`src/rtl/core/mwps_pkg.sv`:
```
// ----------------------------------------------------------------------------
// mwps_pkg
// Shared types and constants of the masked word pattern search unit.
// ----------------------------------------------------------------------------
package mwps_pkg;

    localparam int WORD_W    = 64;
    localparam int ADDR_W    = 32;
    localparam int LIMIT_W   = 16;
    localparam int PWORDS_W  = 2;
    localparam int CFG_IDX_W = 3;

    localparam logic [CFG_IDX_W-1:0] CFG_PATTERN_FIRST  = 3'd0;
    localparam logic [CFG_IDX_W-1:0] CFG_PATTERN_SECOND = 3'd1;
    localparam logic [CFG_IDX_W-1:0] CFG_MASK_FIRST     = 3'd2;
    localparam logic [CFG_IDX_W-1:0] CFG_MASK_SECOND    = 3'd3;
    localparam logic [CFG_IDX_W-1:0] CFG_PATTERN_WORDS  = 3'd4;
    localparam logic [CFG_IDX_W-1:0] CFG_HIT_LIMIT      = 3'd5;

    localparam logic [WORD_W-1:0]   ALL_ONES  = {WORD_W{1'b1}};
    localparam logic [LIMIT_W-1:0]  COUNT_MAX = {LIMIT_W{1'b1}};

    typedef struct packed {
        logic [WORD_W-1:0] pattern_first;
        logic [WORD_W-1:0] pattern_second;
        logic [WORD_W-1:0] mask_first;
        logic [WORD_W-1:0] mask_second;
        logic              two_word;
    } t_cfg;

    typedef struct packed {
        logic match;
        logic use_prev;
    } t_match;

endpackage

```
`src/rtl/core/mwps_match.sv`:
```
// ----------------------------------------------------------------------------
// mwps_match
// Masked compare of the current word, or of the previous and current word
// for a two-word pattern.
// ----------------------------------------------------------------------------
module mwps_match (
    input  mwps_pkg::t_cfg                  i_cfg,
    input  logic [mwps_pkg::WORD_W-1:0]     i_word,
    input  logic [mwps_pkg::WORD_W-1:0]     i_prev_word,
    input  logic                            i_prev_valid,
    output mwps_pkg::t_match                o_match
);
    import mwps_pkg::*;

    logic cur_first;
    logic prev_first;
    logic cur_second;

    assign cur_first  = (i_word & i_cfg.mask_first) ==
                        (i_cfg.pattern_first & i_cfg.mask_first);
    assign prev_first = (i_prev_word & i_cfg.mask_first) ==
                        (i_cfg.pattern_first & i_cfg.mask_first);
    assign cur_second = (i_word & i_cfg.mask_second) ==
                        (i_cfg.pattern_second & i_cfg.mask_second);

    always_comb begin
        o_match.use_prev = i_cfg.two_word;
        if (i_cfg.two_word) begin
            o_match.match = i_prev_valid && prev_first && cur_second;
        end else begin
            o_match.match = cur_first;
        end
    end

endmodule

```
`src/rtl/core/masked_word_pattern_search_unit.sv`:
```
// ----------------------------------------------------------------------------
// masked_word_pattern_search_unit
// Reports the first masked pattern match of each block of memory words, up to an optional hit limit.
// ----------------------------------------------------------------------------
//  channel   dir  beat contents
//  s_axis    in   tdata: mem_word[63:0], word_addr[95:64]; tuser: block_first
//  m_axis    out  tdata: hit_addr[31:0], hit_value[95:32]; tuser: limit_reached
//  cfg       in   write enable, register index, 64-bit data
//
//  One beat per cycle while input is not held off; a hit is shown in the cycle after its input beat.
//  The rate is set by the masked compare feeding the result register.
//  Input is held off only while a result waits and m_axis is stalled.
//  Synchronous active-low reset; no clearing pass.
// ----------------------------------------------------------------------------
module masked_word_pattern_search_unit #(
    parameter int MAX_PATTERN_WORDS = 2
) (
    input  logic                            i_clk,
    input  logic                            i_rst_n,
    input  logic                            i_s_axis_tvalid,
    output logic                            o_s_axis_tready,
    input  logic [95:0]                     i_s_axis_tdata,  // mem_word, word_addr
    input  logic [0:0]                      i_s_axis_tuser,  // block_first
    output logic                            o_m_axis_tvalid,
    input  logic                            i_m_axis_tready,
    output logic [95:0]                     o_m_axis_tdata,  // hit_addr, hit_value
    output logic [0:0]                      o_m_axis_tuser,  // limit_reached
    input  logic                            i_cfg_we,
    input  logic [mwps_pkg::CFG_IDX_W-1:0]  i_cfg_idx,
    input  logic [mwps_pkg::WORD_W-1:0]     i_cfg_data
);
    import mwps_pkg::*;

    logic [WORD_W-1:0]   r_pattern_first;
    logic [WORD_W-1:0]   r_pattern_second;
    logic [WORD_W-1:0]   r_mask_first;
    logic [WORD_W-1:0]   r_mask_second;
    logic [PWORDS_W-1:0] r_pattern_words;
    logic [LIMIT_W-1:0]  r_hit_limit;

    logic [WORD_W-1:0]   r_prev_word;
    logic [ADDR_W-1:0]   r_prev_addr;
    logic                r_prev_valid;
    logic                r_block_found;
    logic [LIMIT_W-1:0]  r_hit_count;

    logic                r_out_valid;
    logic [ADDR_W-1:0]   r_out_addr;
    logic [WORD_W-1:0]   r_out_value;
    logic                r_out_limit;

    logic [WORD_W-1:0]   in_word;
    logic [ADDR_W-1:0]   in_addr;
    logic                in_first;
    logic                s_accept;
    logic                prev_valid_eff;
    logic                found_eff;
    logic                limit_ok;
    logic                report;
    logic [LIMIT_W-1:0]  n_hit_count;
    t_cfg                cfg;
    t_match              mres;

    assign in_word  = i_s_axis_tdata[WORD_W-1:0];
    assign in_addr  = i_s_axis_tdata[WORD_W+ADDR_W-1:WORD_W];
    assign in_first = i_s_axis_tuser[0];

    assign o_s_axis_tready = !r_out_valid || i_m_axis_tready;
    assign s_accept        = i_s_axis_tvalid && o_s_axis_tready;

    assign cfg.pattern_first  = r_pattern_first;
    assign cfg.pattern_second = r_pattern_second;
    assign cfg.mask_first     = r_mask_first;
    assign cfg.mask_second    = r_mask_second;
    assign cfg.two_word       = (MAX_PATTERN_WORDS >= 2) && r_pattern_words[1];

    assign prev_valid_eff = r_prev_valid && !in_first;
    assign found_eff      = r_block_found && !in_first;

    mwps_match u_match (
        .i_cfg        (cfg),
        .i_word       (in_word),
        .i_prev_word  (r_prev_word),
        .i_prev_valid (prev_valid_eff),
        .o_match      (mres)
    );

    assign limit_ok    = (r_hit_limit == '0) || (r_hit_count < r_hit_limit);
    assign report      = mres.match && !found_eff && limit_ok;
    assign n_hit_count = (r_hit_count != COUNT_MAX) ? r_hit_count + 1'b1 : r_hit_count;

    always_ff @(posedge i_clk) begin
        if (!i_rst_n) begin
            r_pattern_first  <= '0;
            r_pattern_second <= '0;
            r_mask_first     <= ALL_ONES;
            r_mask_second    <= ALL_ONES;
            r_pattern_words  <= PWORDS_W'(1);
            r_hit_limit      <= '0;
        end else if (i_cfg_we) begin
            case (i_cfg_idx)
                CFG_PATTERN_FIRST:  r_pattern_first  <= i_cfg_data;
                CFG_PATTERN_SECOND: r_pattern_second <= i_cfg_data;
                CFG_MASK_FIRST:     r_mask_first     <= i_cfg_data;
                CFG_MASK_SECOND:    r_mask_second    <= i_cfg_data;
                CFG_PATTERN_WORDS:  r_pattern_words  <= i_cfg_data[PWORDS_W-1:0];
                CFG_HIT_LIMIT:      r_hit_limit      <= i_cfg_data[LIMIT_W-1:0];
                default: ;
            endcase
        end
    end

    always_ff @(posedge i_clk) begin
        if (!i_rst_n) begin
            r_prev_valid  <= 1'b0;
            r_block_found <= 1'b0;
            r_hit_count   <= '0;
            r_out_valid   <= 1'b0;
        end else begin
            if (s_accept) begin
                r_prev_valid  <= 1'b1;
                r_block_found <= found_eff || report;
                if (report) begin
                    r_hit_count <= n_hit_count;
                end
            end
            if (s_accept && report) begin
                r_out_valid <= 1'b1;
            end else if (i_m_axis_tready) begin
                r_out_valid <= 1'b0;
            end
        end
    end

    always_ff @(posedge i_clk) begin
        if (s_accept) begin
            r_prev_word <= in_word;
            r_prev_addr <= in_addr;
        end
        if (s_accept && report) begin
            r_out_addr  <= mres.use_prev ? r_prev_addr : in_addr;
            r_out_value <= mres.use_prev ? r_prev_word : in_word;
            r_out_limit <= (r_hit_limit != '0) && (n_hit_count == r_hit_limit);
        end
    end

    assign o_m_axis_tvalid = r_out_valid;
    assign o_m_axis_tdata  = {r_out_value, r_out_addr};
    assign o_m_axis_tuser  = r_out_limit;

`ifndef SYNTHESIS
    a_report_shows: assert property (@(posedge i_clk) disable iff (!i_rst_n)
        s_accept && report |=> o_m_axis_tvalid)
        else $error("hit not presented on m_axis");

    a_one_per_block: assert property (@(posedge i_clk) disable iff (!i_rst_n)
        s_accept && r_block_found && !in_first |-> !report)
        else $error("second hit reported in one block");

    a_ready_only_blocked: assert property (@(posedge i_clk) disable iff (!i_rst_n)
        !o_s_axis_tready |-> o_m_axis_tvalid && !i_m_axis_tready)
        else $error("input held off without a stalled result");
`endif

endmodule

```
`config.mk`:
```
export PLATFORM = sky130hd
export DESIGN_NAME = masked_word_pattern_search_unit
export DESIGN_NICKNAME = d
export VERILOG_FILES = /design/src/rtl/core/mwps_pkg.sv /design/src/rtl/core/mwps_match.sv /design/src/rtl/core/masked_word_pattern_search_unit.sv
export SDC_FILE = /design/constraint.sdc
export NUM_CORES = 1
export LEC_CHECK = 0
export BUFFER_PORTS_ARGS = -buffer_cell sky130_fd_sc_hd__buf_2
export CAP_MARGIN = 20
export CORE_ASPECT_RATIO = 1.1
export CORE_MARGIN = 8
export CORE_UTILIZATION = 30
export CTS_BUF_LIST = sky130_fd_sc_hd__clkbuf_2
export DETAILED_ROUTE_END_ITERATION = 10
export PLACE_DENSITY = 0.55
export SYNTH_ARGS = -nofsm -noshare
export SYNTH_HDL_FRONTEND = slang
export SYNTH_SLANG_ARGS = --single-unit
```
`constraint.sdc`:
```
create_clock -name i_clk -period 10 [get_ports i_clk]
set_input_delay 3 -clock i_clk [delete_from_list [all_inputs] [get_ports i_clk]]
set_output_delay 3 -clock i_clk [all_outputs]
set_load 0.005 [all_outputs]
```
---- Word-level counts from Yosys, hierarchy flattened ----
Index checks and enable logic that the tools add are counted.
word-level totals
  register bits after elaboration ......... 486
  memory bits (read-only) ................. 0
  memories ................................ 0
  bits in latches ......................... 0
  bits of input ports ..................... 169
  bits in writable memories ............... 0
  output and inout port bits .............. 99
  logic and storage cells ................. 64
operators by class
  reductions and logical operators ........ 26
  eq/ne operators ......................... 10
  shifts and indexed selects .............. 0
  divide/modulo/power cells ............... 0
  muxes and demuxes ....................... 6
  add/sub/neg operators ................... 1
  bitwise operators ....................... 5
  order comparisons ....................... 1
  $mul .................................... 0
operators with widths
  kind                                                             number
  64-bit AND                                                       5
  64-bit == test                                                   3
  64-bit two-way mux                                               1
  32-bit two-way mux                                               1
  16-bit by 1-bit adder with 16-bit output, second input constant  1
  16-bit == test                                                   1
  16-bit zero test                                                 1
  16-bit less-than comparator                                      1
  16-bit two-way mux                                               1
  16-bit inequality test, second input constant                    1
  16-bit nonzero test                                              1
  2-bit AND reduction                                              7
  1-bit logical AND                                                9
  3-bit by 2-bit == test with 1-bit output, second input constant  2
  3-bit == test, second input constant                             2
  3-bit by 1-bit == test with 1-bit output, second input constant  1
  1-bit zero test                                                  3
  3-bit zero test                                                  1
  1-bit logical OR                                                 3
  1-bit two-way mux                                                3
  2-bit nonzero test                                               1

---- Depth between registers and ports, before layout ----
Gate-level depths: netlist (run 1).
  word-level depth ........................ 9
  gate-level depth with buffers ........... 11
  mapped depth without buffers ............ 10

---- Cells and area by module ----
Synthesis (run 1) repeated with hierarchy kept, for this count alone.
second synthesis, totals
  cell total of the unflattened synthesis .. 2164
  area total of the unflattened synthesis .. 21444.3 um2
modules (own cells, without submodules)
  module                           area each (um2)  sequential area each (um2)  cells each  instances
  masked_word_pattern_search_unit  18467.7          11641.2                     1732        1
  mwps_match                       2976.6           0.0                         432         1

---- Least setup slack after synthesis (run 1) ----
OpenSTA, ideal clock, no wires.
  path type ............................... input to register
  start point ............................. input port i_s_axis_tdata[18]
  end point ............................... register r_out_limit, in the netlist o_m_axis_tuser, enable pin
  library setup time ...................... 0.564 ns
  path buffers ............................ 0
  arrival ................................. 8.284 ns
  slack ................................... 1.152 ns
  data required time ...................... 9.436 ns
  stages .................................. 7
  path through ............................ xor2_1 -> a22oi_1 -> nand4_1 -> nor4_1 -> nand3_1 -> o21ai_0 -> nor2b_1
between the ends
  word-level cells in the longest chain between the ends .. 7
  elaborated cells on any way between the ends .. 9
  classes of those cells .................. 2 x eq/ne; 1 x mux; 2 x bitwise; 4 x reduce/logical
RTL lines
  what                               line                                    text
  from (decl)                        masked_word_pattern_search_unit.sv:22   input logic [95:0] i_s_axis_tdata,
  64-bit AND                         mwps_match.sv:23                        assign cur_second = (i_word & i_cfg.mask_second) ==
  64-bit == test                     mwps_match.sv:23
  1-bit logical AND                  mwps_match.sv:29                        o_match.match = i_prev_valid && prev_first && cur_second;
  1-bit two-way mux *                mwps_match.sv:28                        if (i_cfg.two_word) begin
  1-bit logical AND * (2 in series)  masked_word_pattern_search_unit.sv:89   assign report = mres.match && !found_eff && limit_ok;
  1-bit logical AND *                masked_word_pattern_search_unit.sv:140  if (s_accept && report) begin
  to (signal assigned)               masked_word_pattern_search_unit.sv:143  r_out_limit <= (r_hit_limit != '0) && (n_hit_count == r_hit_limit);
  to (decl)                          masked_word_pattern_search_unit.sv:50   logic r_out_limit;
Mark *: on every way between the ends. The rest lies on a longest branch, timed or not.
A chain may end at the register's enable or synchronous reset.

---- Worst setup path after layout (run 1) ----
  start point ............................. input port i_m_axis_tready
  end point ............................... output port o_s_axis_tready
between the ends
  word-level cells in the longest chain between the ends .. 1
RTL lines
  what              line                                   text
  from (decl)       masked_word_pattern_search_unit.sv:25  input logic i_m_axis_tready,
  1-bit logical OR  masked_word_pattern_search_unit.sv:68  assign o_s_axis_tready = !r_out_valid || i_m_axis_tready;
  to (decl)         masked_word_pattern_search_unit.sv:21  output logic o_s_axis_tready,
Every way passes these cells.

==> impl_metrics.yaml, run 1 <==
clock_tree:
  cts_max_level: 4
  ctsHoldBuffers: 0
  cts.clk_slew.worst_paths_ns: 0.11
  cts_made_buffers: 135
  clk_latency_ns: 1.30
  cts-resized-gates: 0
  cts-root-buf: "clkbuf_2"
  cts_setup_buffers: 0
  cts.path.max_buffers: 3
  cts_tree: "done"
  cts.sinks: 485
synth:
  synthesis.nets: 2249
  syn_inst: 2064
  synth_ff_type: "dfxtp_1"
  async_flop_share_pct: 0
  ys_types: 49
  synth_fa_ha_area_share_pct: 0.968
  synth-edff-count: 193
  ys_seq_area_share_pct: 56.3
  synth_seq_cells: 485
  synth.mux.area_fraction_pct: 5.71
  synth-compound-area-share_pct: 8.33
  synth.avg_cell_area_um2: 10.0
  synth-simple-area-share_pct: 17.3
  synthXorXnorAreaFrac_pct: 9.15
  syn_area_um2: 20700
  synth_top_family_by_area: "simple AND/OR/NAND/NOR gates"
  yosysWarnings: 0
final_layout:
  multi_input_area_um2: 8640
  area_growth_pct: 17.4
  fin_cells: 3418
  nets: 2562
  final_layout_size_suffix_gt1_share_pct: 24.8
  nFillCells: 7030
  regArea_um2: 11600
timing:
  post-route-period-util_pct: 64.2
  max_slew_margin_pct: 26.7
  hold-worst-slack_ns: 0.465
  hold_viol: 0
  worstMarginPinSlew_ns: 1.10
  fin_crit_ns: 6.42
  final.setup_skew_ns: 0.118
  rsz0062_at_grt: "no"
  max_freq_ghz: 0.156
  setup_viol: 0
  setup_tns_ns: 0
  slew_violations: 0
power_and_ir_drop:
  internal_power_uw: 2910
  p_seq_share_pct: 53.3
  vdd_ir_drop_max_mv: 0.0893
  comb_power_share_pct: 8.3
  p_leak_uw: 0.0102
  power_switching_uw: 1160
  p_per_area_nw_per_um2: 168
  p_clk_share_pct: 38.4
  power_switching_share_pct: 28.6
worst_setup_path:
  arrival_ns: 3.42
  cp-end-kind: "output pin"
  worst-path-max-fanout: 4
  r2r_cells: 9
  crit_required_ns: 7.00
  startpoint_type: "input port"
  critical_path_class: "input port to output pin"
grt:
  antenna_found_initial: 23
  grt_overflow: 0
  grt_pass1_vias: 17000
  grt_pass1_wl_um: 111000
  grt_max_degree: 87
  grtUsageTotal_pct: 19.2
floorplanning:
  rows: 101
  fp.dieW_um: 266
  initial_core_util_pct: 30.1
  die_area_um2: 77600
  coreArea_um2: 68600
  io_pins: 268
  die_h_um: 291
placement:
  place_congestion: 0.900
  place_inst: 3167
  post-dp-hpwl_um: 53700
  port_buffers: 267
outcome:
  status: "completed"
worst_hold_path:
  hp-class: "register to register"
  whs_path_depth: 2
detailed_routing:
  drc: 0
  vias: 16900
  drt.antenna.violating_nets: 0
  routed_via_density: 4.94
  wirelength_um: 76800
  drtIter0Drc: 1295
  dr.pass1.iters: 5
  wl_per_cell_um: 22.5
job:
  maxCapViolCount: 0
==> path summary, 6_finish.rpt <==
kind,start,end,slack [ns]
worst min-delay path,r_block_found,r_block_found,0.47
worst max register to register,r_hit_limit[5],r_out_value[15],6.31
worst max-delay path,i_m_axis_tready,o_s_axis_tready,3.58
worst min register to register,r_block_found,r_block_found,0.47
==> cells by family after synthesis <==
kind of cell / count (synthesis)
AO/OA/AOI/OAI: 285
XOR/XNOR: 216
adder cells (fa/ha/maj): 16
multiplexers: 106
AND/OR/NAND/NOR: 836
buffers and inverters: 120
flip-flops: 485
==> per-layer routing <==
metal  global-route usage [%]  wire length [µm]  up-vias  part of all wire [%]
li1                         -                 -     7863                     -
met1                     22.8             30600     8139                    40
met2                     30.8             36400      682                    47
met3                     5.69              6010      189                   7.8
met4                     10.4              3560       20                   4.6
met5                        0               165        -                  0.21
==> critical path: stages <==
cell and delay, ns:
buf_2 0.09, nand2b_1 0.18, buf_2 0.15
==> per-stage QoR <==
step,setup WS [ns],total power (µW),area [µm²],utilization [%]
5_1_grt,3.57,4270,24300,35.4
2_1_floorplan,1.15,2370,20700,-
6_report,3.58,4080,24300,35.4
4_1_cts,3.58,4140,24300,35.4
3_5_place_dp,3.58,2560,22900,33.4
3_3_place_gp,3.59,2550,22900,33.4
==> cells in the mapped netlist (all sizes together), types with 2 or more instances <==
master  instances  area share [%]
nand2         578              10
dfxtp         292              28
xor2          201             8.5
edfxtp        193              28
a21oi         160             3.9
nand3         150             3.7
clkbuf         97             1.8
mux2           96             5.2
a22oi          94             3.4
nand4          28            0.85
inv            18            0.33
nor2           18            0.33
ha             16            0.97
xnor2          15            0.64
nand2b         13            0.39
nor3           12            0.29
nor4           12            0.44
o21ai          12            0.29
mux2i          10            0.48
and3            7            0.21
buf             5            0.13
and2            4            0.12
a211oi          3            0.11
nor3b           3            0.11
o31ai           3            0.11
a21o            2           0.073
a311oi          2           0.085
a31oi           2           0.061
nor2b           2           0.061
or2             2           0.061
or3             2           0.061
or4             2           0.073
==> power groups by stage <==
stage          clock (µW)  sequential [µW]  combinational, µW
6_report             1570             2170                340
5_1_grt              1720             2180                364
4_1_cts              1630             2170                340
3_5_place_dp            0             2220                338
3_3_place_gp            0             2220                334
2_1_floorplan           0             2190                171
==> cell usage in the layout (no fill, tap or decap), types with 8 or more instances in the layout <==
master / count
nand2_1: 577
dfxtp_1: 291
buf_2: 266
clkbuf_2: 206
xor2_1: 201
edfxtp_1: 193
a21oi_1: 159
nand3_1: 147
mux2_2: 96
a22oi_1: 94
nand4_1: 28
clkinv_1: 21
inv_1: 17
nor2_1: 17
ha_1: 16
xnor2_1: 15
nand2b_1: 13
buf_4: 12
nor4_1: 11
nor3_1: 11
o21ai_0: 10
mux2i_1: 10
diode_2: 8
==> area by class of cell <==
class,count,area share [%]
inverters,18,0.289
clock inverters,37,1.21
clock buffers,206,4.25
multi-input cells,1459,35.6
well taps,927,4.78
diodes,8,0.0825
flip-flops and latches,485,48.0
repair buffers,278,5.85
==> registers in the layout, indices dropped and copies added, names as in the netlist, 16 cells and up <==
signal	cells
r_mask_second	64
r_pattern_second	64
r_mask_first	64
r_pattern_first	64
r_hit_count	16
r_out_value	64
r_hit_limit	16
r_prev_addr	32
r_prev_word	64
r_out_addr	32
Note: power is estimated with default switching activity, not from simulation.
==> inputs of run 2 (changes only) <==
--- a/config.mk
+++ b/config.mk
@@ -12,7 +12,7 @@
 export CORE_UTILIZATION = 30
 export CTS_BUF_LIST = sky130_fd_sc_hd__clkbuf_2
 export DETAILED_ROUTE_END_ITERATION = 10
-export PLACE_DENSITY = 0.55
+export PLACE_DENSITY = 0.57
 export SYNTH_ARGS = -nofsm -noshare
 export SYNTH_HDL_FRONTEND = slang
 export SYNTH_SLANG_ARGS = --single-unit
==> constraint.sdc (replaced) <==
create_clock -name i_clk -period 5.5 [get_ports i_clk]
set_input_delay 1.65 -clock i_clk [delete_from_list [all_inputs] [get_ports i_clk]]
set_output_delay 1.65 -clock i_clk [all_outputs]
set_load 0.005 [all_outputs]
==> run 2 against run 1 <==
  * Power rose by 79%
  * Design area barely moved
  * Non-clock buffer count rose by 1
  * Sequential power rose by 82%
  * Critical path type is now register to register
==> impl_metrics.yaml, run 2 (synthesized netlist as in run 1, its figures left out) <==
detailed_routing:
  drtIter0Drc: 1533
  wl_per_cell_um: 22.8
  drt.antenna.violating_nets: 0
  met3RoutedLength_um: 6180
  drc: 0
  routed_via_density: 4.99
  vias: 17000
  top_layer: "met5"
  wl_met2_um: 36700
  wl_met1_um: 31400
  wirelength_um: 77800
  dr.pass1.iters: 6
floorplanning:
  coreArea_um2: 68600
  io_pins: 268
  die_area_um2: 77600
  initial_core_util_pct: 30.1
  rows: 101
  fp.dieW_um: 266
  die_h_um: 291
timing:
  post-route-period-util_pct: 69.8
  setup_viol: 0
  worstMarginPinSlew_ns: 1.09
  slew_violations: 0
  rsz0062_at_grt: "no"
  final.setup.worst_slack_ns: 1.66
  setup_tns_ns: 0
  fin_crit_ns: 3.84
  final.setup_skew_ns: 0.0980
  max_slew_margin_pct: 27.0
  hold_viol: 0
  max_freq_ghz: 0.261
clock_tree:
  cts_setup_buffers: 0
  clk_latency_ns: 1.27
  cts.path.max_buffers: 3
  cts_made_buffers: 134
  cts-resized-gates: 0
  ctsHoldBuffers: 0
  cts.sinks: 485
  cts.clk_slew.worst_paths_ns: 0.11
  cts-root-buf: "clkbuf_2"
  cts_max_level: 4
  cts_tree: "done"
grt:
  antenna_found_initial: 18
  grt_pass1_wl_um: 113000
  grt_pass1_vias: 17000
  grt_overflow: 0
  grtUsageTotal_pct: 19.5
  grt_max_degree: 89
final_layout:
  area_growth_pct: 17.4
  fin_util_pct: 35.4
  nets: 2562
  final_common_cell: "nand2_1"
  final_layout_size_suffix_gt1_share_pct: 24.6
  layout_common_cells: "577 x nand2_1, 291 x dfxtp_1, 266 x buf_2, 201 x xor2_1, 200 x clkbuf_2"
worst_setup_path:
  cp-end-kind: "register"
  critPathBufInv: 1
  worst-path-max-fanout: 46
  cp_slowest_cell: "dfxtp_4"
  path_cells: "nand2_1, a211oi_1, nand3_1, nor4_1, nand3_1, o21ai_0, nor2b_4, buf_4"
  critical_path_class: "register to register"
  path_common_cell: "nand3_1"
  startpoint_type: "register"
  cp_num_cells: 8
  slowest_delay_ns: 0.79
  arrival_ns: 4.75
  critPathTopFamily: "simple AND/OR/NAND/NOR gates"
  crit_required_ns: 6.41
  r2r_cells: 8
job:
  maxCapViolCount: 0
power_and_ir_drop:
  p_leak_uw: 0.0102
  p_per_area_nw_per_um2: 302
  vdd_ir_drop_max_mv: 0.167
outcome:
  status: "completed"
placement:
  place_congestion: 1.00
  port_buffers: 267
  post-dp-hpwl_um: 54800
  dpl_worst_slack_ns: 0.944
worst_hold_path:
  hp-class: "register to register"
  whs_path_depth: 2
[run 2: changes by cell type in the layout (fill, tap and decap cells not counted), moves of 2 or more]
cell,previous run,this run
buf_4,12,9
clkinv_2,4,2
clkbuf_2,206,200
clkinvlp_4,2,4
buf_12,0,4
clkinv_1,21,19
[run 2: cell type report]
cell class | count | area [µm²]
clock inverter | 34 | 255
multi-input combinational | 1459 | 8640
antenna | 8 | 20.0
tap | 927 | 1160
clock buffer | 200 | 1000
inverter | 18 | 70.1
fill | 7057 | 44400
sequential | 485 | 11600
timing repair buffer | 279 | 1480
[run 2: final timing paths]
kind	start	slack (ns)	to
max reg2reg	r_pattern_words[1]	1.66	r_out_value[1]
min	r_pattern_second[12]	0.47	r_pattern_second[12]
min reg2reg	r_pattern_second[12]	0.47	r_pattern_second[12]
max	r_pattern_words[1]	1.66	r_out_value[1]
[run 2: metrics by stage]
step                      power (µW)  instances  instance area, µm²  hold slack (ns)
after CTS                       7410       3402               24200            0.388
after global routing            7650       3407               24300            0.450
after floorplan                 4300       2064               20700            0.437
after detailed placement        4650       3168               23000            0.453
after global placement          4640       3168               23000            0.447
final                           7320       3410               24300            0.468
[run 2: power breakdown]
group          internal (µW)  switching, µW
combinational            212            408
clock                   1160           1580
sequential              3850            104
total                   5220           2100
[run 2: routing by layer]
| metal | track usage (%) | up-vias |
|---|---|---|
| li1 | - | 7868 |
| met5 | 0 | - |
| met1 | 23.6 | 8194 |
| met3 | 5.29 | 175 |
| met2 | 31.6 | 763 |
| met4 | 9.78 | 8 |
[run 2: worst reg2reg max path, cell delays in order, from the launching register on]
cell and delay [ns]:
dfxtp_4 0.79, nand2_1 0.22, a211oi_1 0.55, nand3_1 0.28
nor4_1 0.31, nand3_1 0.15, o21ai_0 0.20, nor2b_4 0.57
buf_4 0.40
